`config.mk`:
```
export PLATFORM = sky130hd
export DESIGN_NAME = reciprocating_step_pulse_generator
export DESIGN_NICKNAME = d
export VERILOG_FILES = /design/src/hdl/rspg_pkg.sv /design/src/hdl/reciprocating_step_pulse_generator.sv /design/src/hdl/rspg_div.sv /design/src/hdl/rspg_dp.sv /design/src/hdl/rspg_ctrl.sv
export VERILOG_INCLUDE_DIRS = /design/src /design/src/hdl
export SDC_FILE = /design/constraint.sdc
export NUM_CORES = 1
export LEC_CHECK = 0
export ABC_CLOCK_PERIOD_IN_PS = 6260
export BUFFER_PORTS_ARGS = -buffer_cell sky130_fd_sc_hd__buf_2
export CORE_ASPECT_RATIO = 0.75
export CORE_MARGIN = 1
export CORE_UTILIZATION = 65
export CTS_CLUSTER_DIAMETER = 100
export CTS_CLUSTER_SIZE = 12
export DETAILED_ROUTE_END_ITERATION = 8
export HOLD_SLACK_MARGIN = 0.15
export PLACE_DENSITY = 0.8
export SLEW_MARGIN = 30
export SYNTH_ARGS = -nofsm -noshare
export SYNTH_HDL_FRONTEND = slang
export SYNTH_HIERARCHICAL = 1
export SYNTH_SLANG_ARGS = --single-unit
```
`constraint.sdc`:
```
create_clock -name i_clk -period 6.26 [get_ports i_clk]
set_input_delay 0.626 -clock i_clk [delete_from_list [all_inputs] [get_ports i_clk]]
set_output_delay 0.626 -clock i_clk [all_outputs]
set_load 0.1 [all_outputs]
```
`src/hdl/reciprocating_step_pulse_generator_defines.svh`:
```
// Assertion helpers shared by the step generator modules.
// Each macro expects i_clk and i_rst_n in the enclosing module.
`ifndef RECIPROCATING_STEP_PULSE_GENERATOR_DEFINES_SVH
`define RECIPROCATING_STEP_PULSE_GENERATOR_DEFINES_SVH

// The consequent must hold in the same cycle as the antecedent.
`define RSPG_ASSERT_SAME(label, ante, cons, msg) \
    label: assert property (@(posedge i_clk) disable iff (!i_rst_n) (ante) |-> (cons)) \
        else $error(msg);

// The consequent must hold in the cycle after the antecedent.
`define RSPG_ASSERT_NEXT(label, ante, cons, msg) \
    label: assert property (@(posedge i_clk) disable iff (!i_rst_n) (ante) |=> (cons)) \
        else $error(msg);

`endif

```
`src/hdl/rspg_pkg.sv`:
```
`default_nettype none

package rspg_pkg;

    // Default scaling of the motion.
    localparam int SPU_DEFAULT         = 100;
    localparam int DELAY_SCALE_DEFAULT = 100;

    // Settings are three decimal digits.
    localparam int SET_W       = 10;
    localparam int MAX_SETTING = 999;
    localparam logic [SET_W-1:0] SPEED_RESET  = SET_W'(100);
    localparam logic [SET_W-1:0] STROKE_RESET = SET_W'(50);

    // Command framing.
    localparam int IDX_W = 3;
    localparam logic [IDX_W-1:0] CMD_LAST_IDX = IDX_W'(6);

    // ASCII codes.
    localparam logic [7:0] CH_QUIT    = 8'h71;
    localparam logic [7:0] CH_NEG_UP  = 8'h4E;
    localparam logic [7:0] CH_NEG_LOW = 8'h6E;
    localparam logic [7:0] CH_ZERO    = 8'h30;
    localparam logic [7:0] CH_NINE    = 8'h39;

    // Commands from the controller to the datapath.
    typedef struct packed {
        logic accept;
        logic out_load;
        logic parse;
        logic scale;
        logic finish;
    } t_dp_cmd;

    // Status from the datapath to the controller.
    typedef struct packed {
        logic cmd_last;
        logic div_busy;
        logic out_valid;
    } t_dp_sts;

    typedef struct packed {
        logic             ok;
        logic [SET_W-1:0] val;
    } t_digits;

    // Decode three ASCII digits into a value; ok is low if any is not a digit.
    function automatic t_digits f_three_digits(input logic [7:0] a, input logic [7:0] b,
                                               input logic [7:0] c);
        t_digits    res;
        logic [7:0] da;
        logic [7:0] db;
        logic [7:0] dc;
        da      = a - CH_ZERO;
        db      = b - CH_ZERO;
        dc      = c - CH_ZERO;
        res.ok  = (a >= CH_ZERO) && (a <= CH_NINE) && (b >= CH_ZERO) && (b <= CH_NINE)
                  && (c >= CH_ZERO) && (c <= CH_NINE);
        res.val = SET_W'(da[3:0]) * SET_W'(100) + SET_W'(db[3:0]) * SET_W'(10)
                  + SET_W'(dc[3:0]);
        return res;
    endfunction

endpackage

`default_nettype wire

```
`src/hdl/reciprocating_step_pulse_generator.sv`:
```
// Reciprocating step/direction generator. Each request is either a 1 ms tick
// (i_mode low) or a received command byte (i_mode high), and each gives one
// result. A tick or an ordinary byte loads its result when it is accepted.
// For the seventh byte of a command, the digits are decoded, the half stroke
// is scaled, and a bit-serial divider works out the step spacing
// DELAY_SCALE / speed, one quotient bit per cycle, before motion starts.
// A single result register lets a new request in while the previous result
// is being taken; a stalled result holds back the next request.
`default_nettype none

module reciprocating_step_pulse_generator #(
    parameter int STEPS_PER_UNIT = rspg_pkg::SPU_DEFAULT,
    parameter int DELAY_SCALE    = rspg_pkg::DELAY_SCALE_DEFAULT
) (
    input  wire logic       i_clk,
    input  wire logic       i_rst_n,
    input  wire logic       i_in_valid,
    output logic            o_in_stall,
    input  wire logic       i_mode,
    input  wire logic [7:0] i_rx_byte,
    output logic            o_out_valid,
    input  wire logic       i_out_stall,
    output logic            o_pulse_forward,
    output logic            o_pulse_reverse,
    output logic            o_direction_level,
    output logic            o_prompt_out,
    output logic            o_running
);
    import rspg_pkg::*;

    t_dp_cmd cmd;
    t_dp_sts sts;

    // Sequencer for requests and the command start-up.
    rspg_ctrl u_ctrl (
        .i_clk       (i_clk),
        .i_rst_n     (i_rst_n),
        .i_in_valid  (i_in_valid),
        .o_in_stall  (o_in_stall),
        .i_out_stall (i_out_stall),
        .i_sts       (sts),
        .o_cmd       (cmd)
    );

    // Settings, position, spacing and the result register.
    rspg_dp #(
        .STEPS_PER_UNIT (STEPS_PER_UNIT),
        .DELAY_SCALE    (DELAY_SCALE)
    ) u_dp (
        .i_clk             (i_clk),
        .i_rst_n           (i_rst_n),
        .i_cmd             (cmd),
        .o_sts             (sts),
        .i_mode            (i_mode),
        .i_rx_byte         (i_rx_byte),
        .i_out_stall       (i_out_stall),
        .o_out_valid       (o_out_valid),
        .o_pulse_forward   (o_pulse_forward),
        .o_pulse_reverse   (o_pulse_reverse),
        .o_direction_level (o_direction_level),
        .o_prompt_out      (o_prompt_out),
        .o_running         (o_running)
    );

endmodule

`default_nettype wire

```
`src/hdl/rspg_div.sv`:
```
`default_nettype none

module rspg_div #(
    parameter int DW = 7
) (
    input  wire logic                     i_clk,
    input  wire logic                     i_rst_n,
    input  wire logic                     i_start,
    input  wire logic [DW-1:0]            i_dividend,
    input  wire logic [rspg_pkg::SET_W-1:0] i_divisor,
    output logic                          o_busy,
    output logic [DW-1:0]                 o_quotient
);
    import rspg_pkg::*;

    localparam int CW = $clog2(DW + 1);

    logic [CW-1:0]    r_cnt;
    logic [CW-1:0]    n_cnt;
    logic [DW-1:0]    r_quo;
    logic [DW-1:0]    n_quo;
    logic [SET_W-1:0] r_rem;
    logic [SET_W-1:0] n_rem;
    logic [SET_W-1:0] r_dvs;
    logic [SET_W-1:0] n_dvs;
    logic [SET_W:0]   rem_sh;
    logic             ge;

    // One restoring step: bring down the next dividend bit and try a subtract.
    always_comb begin
        rem_sh = {r_rem, r_quo[DW-1]};
        ge     = rem_sh >= {1'b0, r_dvs};
        n_cnt  = r_cnt;
        n_quo  = r_quo;
        n_rem  = r_rem;
        n_dvs  = r_dvs;
        if (i_start) begin
            n_cnt = CW'(DW);
            n_quo = i_dividend;
            n_rem = '0;
            n_dvs = i_divisor;
        end else if (r_cnt != '0) begin
            n_cnt = r_cnt - CW'(1);
            n_quo = DW'({r_quo, ge});
            n_rem = ge ? SET_W'(rem_sh - {1'b0, r_dvs}) : SET_W'(rem_sh);
        end
    end

    // Iteration count is control state; the operands are not reset.
    always_ff @(posedge i_clk) begin
        if (!i_rst_n) begin
            r_cnt <= '0;
        end else begin
            r_cnt <= n_cnt;
        end
        r_quo <= n_quo;
        r_rem <= n_rem;
        r_dvs <= n_dvs;
    end

    assign o_busy     = r_cnt != '0;
    assign o_quotient = r_quo;

endmodule

`default_nettype wire

```
`src/hdl/rspg_dp.sv`:
```
`default_nettype none
`include "reciprocating_step_pulse_generator_defines.svh"

module rspg_dp #(
    parameter int STEPS_PER_UNIT = 100,
    parameter int DELAY_SCALE    = 100
) (
    input  wire logic              i_clk,
    input  wire logic              i_rst_n,
    input  wire rspg_pkg::t_dp_cmd i_cmd,
    output rspg_pkg::t_dp_sts      o_sts,
    input  wire logic              i_mode,
    input  wire logic [7:0]        i_rx_byte,
    input  wire logic              i_out_stall,
    output logic                   o_out_valid,
    output logic                   o_pulse_forward,
    output logic                   o_pulse_reverse,
    output logic                   o_direction_level,
    output logic                   o_prompt_out,
    output logic                   o_running
);
    import rspg_pkg::*;

    localparam int HALF_W = $clog2(MAX_SETTING * STEPS_PER_UNIT + 1);
    localparam int POS_W  = HALF_W + 1;
    localparam int DW     = $clog2(DELAY_SCALE + 1);

    // Settings and motion state.
    logic              r_running;
    logic              n_running;
    logic [IDX_W-1:0]  r_idx;
    logic [IDX_W-1:0]  n_idx;
    logic [7:0]        r_buf [0:6];
    logic [SET_W-1:0]  r_speed;
    logic [SET_W-1:0]  n_speed;
    logic [SET_W-1:0]  r_stroke;
    logic [SET_W-1:0]  n_stroke;
    logic [HALF_W-1:0] r_half;
    logic [HALF_W-1:0] n_half;
    logic [POS_W-1:0]  r_pos;
    logic [POS_W-1:0]  n_pos;
    logic [DW-1:0]     r_delay;
    logic [DW-1:0]     n_delay;
    logic [DW-1:0]     r_interval_m1;
    logic [DW-1:0]     n_interval_m1;
    logic              r_dir;
    logic              n_dir;

    // Output register.
    logic              r_out_valid;
    logic              r_fwd;
    logic              r_rev;
    logic              r_dir_out;
    logic              r_prompt;
    logic              r_run_out;

    logic              fwd;
    logic              rev;
    logic              prompt;
    logic [POS_W-1:0]  two_half;
    logic [POS_W-1:0]  pos_inc;
    logic              negative;
    logic              div_busy;
    logic [DW-1:0]     quotient;
    t_digits           speed_dig;
    t_digits           stroke_dig;

    // Step spacing divider, run once per command.
    rspg_div #(
        .DW (DW)
    ) u_div (
        .i_clk      (i_clk),
        .i_rst_n    (i_rst_n),
        .i_start    (i_cmd.scale),
        .i_dividend (DW'(DELAY_SCALE)),
        .i_divisor  (r_speed),
        .o_busy     (div_busy),
        .o_quotient (quotient)
    );

    assign two_half   = {r_half, 1'b0};
    assign pos_inc    = r_pos + POS_W'(1);
    assign negative   = (r_buf[0] == CH_NEG_UP) || (r_buf[0] == CH_NEG_LOW);
    assign speed_dig  = f_three_digits(r_buf[1], r_buf[2], r_buf[3]);
    assign stroke_dig = f_three_digits(r_buf[4], r_buf[5], r_buf[6]);

    // Item handling and the command sequence steps.
    always_comb begin
        n_running     = r_running;
        n_idx         = r_idx;
        n_speed       = r_speed;
        n_stroke      = r_stroke;
        n_half        = r_half;
        n_pos         = r_pos;
        n_delay       = r_delay;
        n_interval_m1 = r_interval_m1;
        n_dir         = r_dir;
        fwd           = 1'b0;
        rev           = 1'b0;
        prompt        = 1'b0;
        if (i_cmd.accept) begin
            if (i_mode) begin
                if (r_running) begin
                    if (i_rx_byte == CH_QUIT) begin
                        n_running = 1'b0;
                        n_idx     = '0;
                        n_dir     = 1'b0;
                        prompt    = 1'b1;
                    end
                end else begin
                    n_idx = (r_idx == CMD_LAST_IDX) ? '0 : r_idx + IDX_W'(1);
                end
            end else if (r_running) begin
                if (r_speed == '0) begin
                    n_dir = 1'b0;
                end else if (r_half != '0) begin
                    if (r_delay == '0) begin
                        fwd     = r_pos < POS_W'(r_half);
                        rev     = !fwd;
                        n_dir   = fwd;
                        n_pos   = (pos_inc >= two_half) ? '0 : pos_inc;
                        n_delay = r_interval_m1;
                    end else begin
                        n_delay = r_delay - DW'(1);
                    end
                end
            end
        end
        if (i_cmd.parse) begin
            if (speed_dig.ok) begin
                n_speed = speed_dig.val;
            end
            if (stroke_dig.ok) begin
                n_stroke = stroke_dig.val;
            end
        end
        if (i_cmd.scale) begin
            n_half = HALF_W'(32'(r_stroke) * 32'(STEPS_PER_UNIT));
        end
        if (i_cmd.finish) begin
            n_pos         = negative ? POS_W'(r_half) : '0;
            n_delay       = '0;
            n_running     = 1'b1;
            n_interval_m1 = (quotient == '0) ? '0 : quotient - DW'(1);
        end
    end

    // Motion state registers.
    always_ff @(posedge i_clk) begin
        if (!i_rst_n) begin
            r_running <= 1'b0;
            r_idx     <= '0;
            r_speed   <= SPEED_RESET;
            r_stroke  <= STROKE_RESET;
            r_pos     <= '0;
            r_delay   <= '0;
            r_dir     <= 1'b0;
        end else begin
            r_running <= n_running;
            r_idx     <= n_idx;
            r_speed   <= n_speed;
            r_stroke  <= n_stroke;
            r_pos     <= n_pos;
            r_delay   <= n_delay;
            r_dir     <= n_dir;
        end
        r_half        <= n_half;
        r_interval_m1 <= n_interval_m1;
    end

    // Command byte buffer.
    always_ff @(posedge i_clk) begin
        if (i_cmd.accept && i_mode && !r_running) begin
            r_buf[r_idx] <= i_rx_byte;
        end
    end

    // Result register; requests fill it only when empty or draining, the finish load does not check.
    always_ff @(posedge i_clk) begin
        if (!i_rst_n) begin
            r_out_valid <= 1'b0;
        end else if (i_cmd.out_load) begin
            r_out_valid <= 1'b1;
        end else if (!i_out_stall) begin
            r_out_valid <= 1'b0;
        end
        if (i_cmd.out_load) begin
            r_fwd     <= fwd;
            r_rev     <= rev;
            r_dir_out <= n_dir;
            r_prompt  <= prompt;
            r_run_out <= n_running;
        end
    end

    assign o_sts.cmd_last  = i_mode && !r_running && (r_idx == CMD_LAST_IDX);
    assign o_sts.div_busy  = div_busy;
    assign o_sts.out_valid = r_out_valid;

    assign o_out_valid       = r_out_valid;
    assign o_pulse_forward   = r_fwd;
    assign o_pulse_reverse   = r_rev;
    assign o_direction_level = r_dir_out;
    assign o_prompt_out      = r_prompt;
    assign o_running         = r_run_out;

    `RSPG_ASSERT_SAME(a_pos_in_range, r_running && (r_half != '0), r_pos < two_half, "position left its stroke range")
    `RSPG_ASSERT_SAME(a_delay_bounded, r_running, r_delay <= r_interval_m1, "step delay exceeds spacing")
    `RSPG_ASSERT_SAME(a_one_pulse, r_out_valid, !(r_fwd && r_rev), "forward and reverse pulse together")

endmodule

`default_nettype wire

```
`src/hdl/rspg_ctrl.sv`:
```
`default_nettype none
`include "reciprocating_step_pulse_generator_defines.svh"

module rspg_ctrl (
    input  wire logic              i_clk,
    input  wire logic              i_rst_n,
    input  wire logic              i_in_valid,
    output logic                   o_in_stall,
    input  wire logic              i_out_stall,
    input  wire rspg_pkg::t_dp_sts i_sts,
    output rspg_pkg::t_dp_cmd      o_cmd
);
    import rspg_pkg::*;

    typedef enum logic [4:0] {
        ST_WAIT  = 5'b00001,
        ST_PARSE = 5'b00010,
        ST_SCALE = 5'b00100,
        ST_DIV   = 5'b01000,
        ST_DONE  = 5'b10000
    } t_state;

    t_state r_state;
    t_state n_state;
    logic   accept;

    // A request is taken only while waiting and with room in the result register.
    assign o_in_stall = (r_state != ST_WAIT) || (i_sts.out_valid && i_out_stall);
    assign accept     = i_in_valid && !o_in_stall;

    // Commands to the datapath.
    always_comb begin
        o_cmd.accept   = accept;
        o_cmd.out_load = (accept && !i_sts.cmd_last) || (r_state == ST_DONE);
        o_cmd.parse    = r_state == ST_PARSE;
        o_cmd.scale    = r_state == ST_SCALE;
        o_cmd.finish   = r_state == ST_DONE;
    end

    // The last command byte runs parse, scale, divide and start-up in turn.
    always_comb begin
        n_state = r_state;
        case (r_state)
            ST_WAIT: begin
                if (accept && i_sts.cmd_last) begin
                    n_state = ST_PARSE;
                end
            end
            ST_PARSE: begin
                n_state = ST_SCALE;
            end
            ST_SCALE: begin
                n_state = ST_DIV;
            end
            ST_DIV: begin
                if (!i_sts.div_busy) begin
                    n_state = ST_DONE;
                end
            end
            ST_DONE: begin
                n_state = ST_WAIT;
            end
            default: begin
                n_state = ST_WAIT;
            end
        endcase
    end

    always_ff @(posedge i_clk) begin
        if (!i_rst_n) begin
            r_state <= ST_WAIT;
        end else begin
            r_state <= n_state;
        end
    end

    `RSPG_ASSERT_NEXT(a_cmd_to_parse, accept && i_sts.cmd_last, r_state == ST_PARSE, "complete command did not start parsing")
    `RSPG_ASSERT_NEXT(a_div_to_done, (r_state == ST_DIV) && !i_sts.div_busy, r_state == ST_DONE, "divide end did not start motion")
    `RSPG_ASSERT_SAME(a_no_overwrite, o_cmd.out_load, !(i_sts.out_valid && i_out_stall), "result overwritten while stalled")

endmodule

`default_nettype wire
```
* Word level (Yosys, flattened, before mapping)
Memories as Yosys holds them, arrays and structs flattened.
Cells that the tools add are included.
** Word-level totals
- Logic and storage cells :: 161
- Output and inout bits :: 7
- Input port bits :: 13
- Memory bits (writable) :: 56
- Flip-flop bits (word level) :: 113
- Memories :: 1
** Memories
- u_dp.r_buf :: words 7, width 8, read ports 7, clocked after memory_dff 0, wr ports 1, line rspg_dp.sv:33 : logic [7:0] r_buf [0:6];
** Cells by class
- Equality and inequality tests :: 16
- Multiply operators :: 5
- Bitwise operators :: 7
- Multiplexer cells :: 37
- $lt $le $gt $ge :: 15
- Add/sub/neg operators :: 16
- Reduce and logical (&&, ||, !) cells :: 44
** Operators by type and width (number)
- $mux 18 :: 8
- $ge 8x6->1 const B :: 6
- $le 8x6->1 const B :: 6
- $eq 8x7->1 const B :: 3
- $sub 4x1->4 const B :: 6
- $add 10x4->10 :: 2
- $add 10x8->10 :: 2
- $pmux 5 s4 :: 1
- $add 18x1->18 const B :: 1
- $ge 18x18->1 :: 1
- $logic_and 1x1->1 :: 18
- $lt 18x17->1 :: 1
- $mux 1 :: 18
- $mux 17 :: 1
- $reduce_bool 17->1 :: 1
- $mul 4x5->8 const B :: 2
- $mul 10x5->15 const B :: 1
- $mux 3 :: 5
- $logic_not 7->1 :: 2
- $mul 4x3->7 const B :: 2
- $sub 7x1->7 const B :: 2
- $ge 11x10->1 :: 1
- $logic_not 10->1 :: 1
- $mux 10 :: 1
- other kinds (25) :: 48

* Logic depth before layout (Yosys ltp)
- Depth in word-level cells :: 10
- Depth in mapped cells :: 14
- Depth with buffers taken out :: 13

* Hierarchy
Netlist, hierarchy kept.
** By module, submodules not included
- rspg_dp :: area an instance 8575.7 sq um, sequential area each 3483.3 sq um, instances 1, cells each 828
- rspg_div :: area an instance 1751.7 sq um, sequential area each 770.7 sq um, instances 1, cells each 158
- rspg_ctrl :: area an instance 310.3 sq um, sequential area each 100.1 sq um, instances 1, cells each 36

* Least setup slack after synthesis
No wires, ideal clock.
- Kind :: register to register
- From :: register u_dp.r_stroke[2]
- To :: register u_dp.r_half[16] (data pin)
- Cell stages (with the launch flop) :: 11
- Required time :: 6004 ps
- Path buffers :: 0
- Library setup time :: 256 ps
- Arrival time :: 3059 ps
- Setup slack :: 2945 ps
- Period minus slack after synthesis :: 3315 ps
- Cells stage by stage :: dfxtp_1 -> ha_1 -> ha_1 -> fa_1 -> ha_1 -> a21o_1 -> a21oi_1 -> o21ai_1 -> or4_1 -> a2111o_1 -> o211a_1
** Between the ends
- Word-level cells in the longest chain between the ends :: 1
** RTL lines
- from (decl) :: line rspg_dp.sv:36 : logic [SET_W-1:0] r_stroke;
- from (signal assigned) :: line rspg_dp.sv:162 : r_stroke <= n_stroke;
- $mul 10x5->15 :: line rspg_dp.sv:138 : n_half = HALF_W'(32'(r_stroke) * 32'(STEPS_PER_UNIT));
- to (signal assigned) :: line rspg_dp.sv:167 : r_half <= n_half;
- to (decl) :: line rspg_dp.sv:38 : logic [HALF_W-1:0] r_half;
No other way between the ends.
A chain may end at the register's enable or synchronous reset.

* Worst setup path after layout
- From :: register u_dp.r_pos[5]
- To :: register u_dp.r_pos[9]
** Between the ends
- Word-level cells in the longest chain between the ends :: 10
** RTL lines
- from (decl) :: line rspg_dp.sv:40 : logic [POS_W-1:0] r_pos;
- from (signal assigned) :: line rspg_dp.sv:163 : r_pos <= n_pos;
- $add 18x1->18 (*) :: line rspg_dp.sv:82 : assign pos_inc = r_pos + POS_W'(1);
- $ge 18x18->1 :: line rspg_dp.sv:121 : n_pos = (pos_inc >= two_half) ? '0 : pos_inc;
- $mux 18 (*) :: line rspg_dp.sv:121
- $mux 18 (*) :: line rspg_dp.sv:117 : if (r_delay == '0) begin
- $mux 18 (*) :: line rspg_dp.sv:116 : end else if (r_half != '0) begin
- $mux 18 (*) :: line rspg_dp.sv:114 : if (r_speed == '0) begin
- $mux 18 (*) :: line rspg_dp.sv:113 : end else if (r_running) begin
- $mux 18 (*) :: line rspg_dp.sv:102 : if (i_mode) begin
- $mux 18 (*) :: line rspg_dp.sv:101 : if (i_cmd.accept) begin
- $mux 18 (*) :: line rspg_dp.sv:140 : if (i_cmd.finish) begin
Every way passes the cells marked *; elsewhere a longest branch is shown, timed or not. The select of a mux whose other input is x is not followed.

==> out/qor.yml <==
synth_seq_area_share_pct: 40.93
hold_violations: 0
grt_pass1_wl_um: 35660
yosys_warnings: 6
clkLatencyLatePin_ns: 0.43
place.gp.congestion: 0.9273
grtUsageTotal_pct: 27.20
fin_nets: 1206
syn_inst: 1022
seqCellArea_um2: 4354
slew_viol_final: 0
crit_path_end_kind: "flop"
skew_ns: 0.008335
cap_violations: 0
p_per_area_nw_per_um2: 198.8
cts_made_buffers: 17
rows: 40
post-route-period-util_pct: 58.06
portBuffers: 19
initial_core_util_pct: 66.42
crit_required_ns: 6.57
start_kind: "flop"
outcome: "complete, no violations"
post_cts_resized: 0
route.detailed.drc: 0
worstMarginPinSlew_ns: 0.9586
final_antenna_net_count: 0
synth_edf_count: 99
period_minus_slack_ns: 3.634
netlist_top_cells_count: "ha_1 (136), inv_1 (101), edfxtp_1 (99), nor2_1 (84), dfxtp_1 (69)"
worstHoldPathType: "input pin to flop"
fin_area_um2: 11510
critPathMostFrequentCell: "nand2_1"
max_slew_margin_pct: 35.73
nFillCells: 1151
worst_path_max_delay_cell: "a31oi_1"
synth_area_um2: 10640
synth.most_common_cell: "ha_1"
dpl.hpwl_um: 15840
synthArstFlopShare_pct: 0
syn_area_per_cell_um2: 10.41
antenna_found_initial: 0
power_mw: 2.287
setup_violations: 0
arrival_ns: 3.95
drt_iter0_markers: 535
io_pins: 20
h-tree-depth: 4
dpl_cell_area_um2: 10910
totalWireLength_um: 21840
clk_pin_slew_ns: 0.07
synth_ff_type: "edfxtp_1"
slowest_delay_ns: 0.61
post-route-util_pct: 71.84
dp_cells: 1232
setup.worst_path.class: "flop to flop"
ys_types: 87
synthTopCellsByArea: "edfxtp_1 (28%), ha_1 (16%), dfxtp_1 (13%)"
pre_cts_slack_ns: 2.698
grt_pass1_vias: 7351
tns_ns: 0
die_y_um: 112.8
fin_cells: 1264
fin_hold_ws_ns: 0.4595
cts_tree: "done"
vias_per_cell: 5.971
rsz0062_at_grt: "no"
ctsLongestPathBuffers: 2
coreArea_um2: 16020
globalRoute.totalOverflow: 0
area_growth_pct: 8.162
post_cts_buffers: 0
cts-root-buf: "clkbuf_16"
clock-sinks: 168
grt_max_degree: 32
crit_chain: "nand4_4 > nor4b_4 > nor3b_2 > xnor2_1 > inv_1 > ha_1 > nand2_1 > nand2_1 > nor3_1 > a31oi_1 > buf_4 > nor3_2 > a221o_1"
p_leak_nw: 4.936
fmax_ghz: 0.2752
wl_per_cell_um: 17.28
path_max_fanout: 9
drtPass1Iterations: 5
die_x_um: 149.7
synth-seq-cells: 168
multi_input_area_um2: 5782
postLayoutSetupSlackWorst_ns: 2.626
cts_hold_buf: 0
drive_gt1_share_pct: 9.298
num_vias: 7547
yosysTopAreaCell: "edfxtp_1"
diodes: 0
synth_top_cell_area_share_pct: 27.95
ir_drop_mv: 0.2566
die-area_um2: 16890
==> cells by family (layout without fill, tap and decap cells) <==
group,count (synthesis),count (layout),synth area share [%]
buffers and inverters,131,158,5.069
xor gates and xnor gates,46,46,3.858
other,2,7,0.07060
AOI/OAI and AO/OA,179,179,11.79
adders and majority gates,152,152,19.01
muxes,29,29,2.846
and+or+nand+nor,315,315,16.43
DFF,168,168,40.93
==> cell usage in the layout, fill, tap and decap left out, types with 24 or more instances in the layout <==
master / netlist / routed
dfxtp_1: 69 / 69
ha_1: 136 / 136
nand2_1: 44 / 44
nor2_1: 84 / 83
a21oi_1: 43 / 43
nor3_1: 33 / 30
o21ai_0: 31 / 31
xnor2_1: 29 / 29
edfxtp_1: 99 / 99
nand3_1: 24 / 24
inv_1: 101 / 100
nor2b_1: 25 / 25
==> layer usage <==
layer	vias to the layer above	share of wire (%)	track usage [%]
li1	3731	-	-
met1	3583	48	38.50
met2	207	45	41.85
met3	26	5.2	4.597
met4	0	1.3	10.37
met5	-	0	0
==> where the power goes <==
part	internal [mW]	switching, mW	total (mW)
combinational	0.0182	0.0562	0.0744
clock	0.578	0.460	1.04
sequential	1.17	0.00410	1.17
total	1.77	0.521	2.29
==> final timing paths <==
path,cells after the start,slack [ns],to,start
max,13,2.63,u_dp/r_pos[9]$_SDFFE_PN0P_,u_dp/r_pos[5]$_SDFFE_PN0P_
min,3,0.46,u_dp/o_out_valid$_SDFFE_PN0P_,i_out_stall
max reg2reg,13,2.63,u_dp/r_pos[9]$_SDFFE_PN0P_,u_dp/r_pos[5]$_SDFFE_PN0P_
min reg2reg,0,0.47,u_dp/u_div/r_dvs[6]$_DFFE_PP_,u_dp/r_speed[6]$_SDFFE_PN1P_
==> layout make-up <==
cell class	count	share of cell area (%)
clock buffers	20	4.252
clock inverters	12	0.8917
inverters	102	3.328
multi-input cells	728	50.25
flip-flops and latches	168	37.84
well taps	210	2.284
repair buffers	24	1.153
==> worst max-delay path, delay by kind of cell, from the launching register on <==
family / cells / cell delay [ns]
adder cells (fa/ha/maj): 1 / 0.29
XOR/XNOR: 1 / 0.16
AND/OR/NAND/NOR: 7 / 1.17
AO/OA/AOI/OAI: 2 / 1.01
buffers and inverters: 2 / 0.36
flip-flops: 1 / 0.52
==> flip-flops by register name (all words and copies together) (netlist names), 3 cells and up <==
name / flops
u_dp/r_half: 15
u_dp/r_buf: 55
u_dp/r_pos: 18
u_ctrl/r_state: 5
u_dp/r_speed: 10
u_dp/r_stroke: 10
u_dp/u_div/r_cnt: 3
u_dp/r_delay: 7
u_dp/u_div/r_rem: 10
u_dp/r_idx: 3
u_dp/u_div/r_dvs: 10
u_dp/r_interval_m1: 7
u_dp/u_div/o_quotient: 7
No activity file was read; power rests on OpenSTA's default activity.
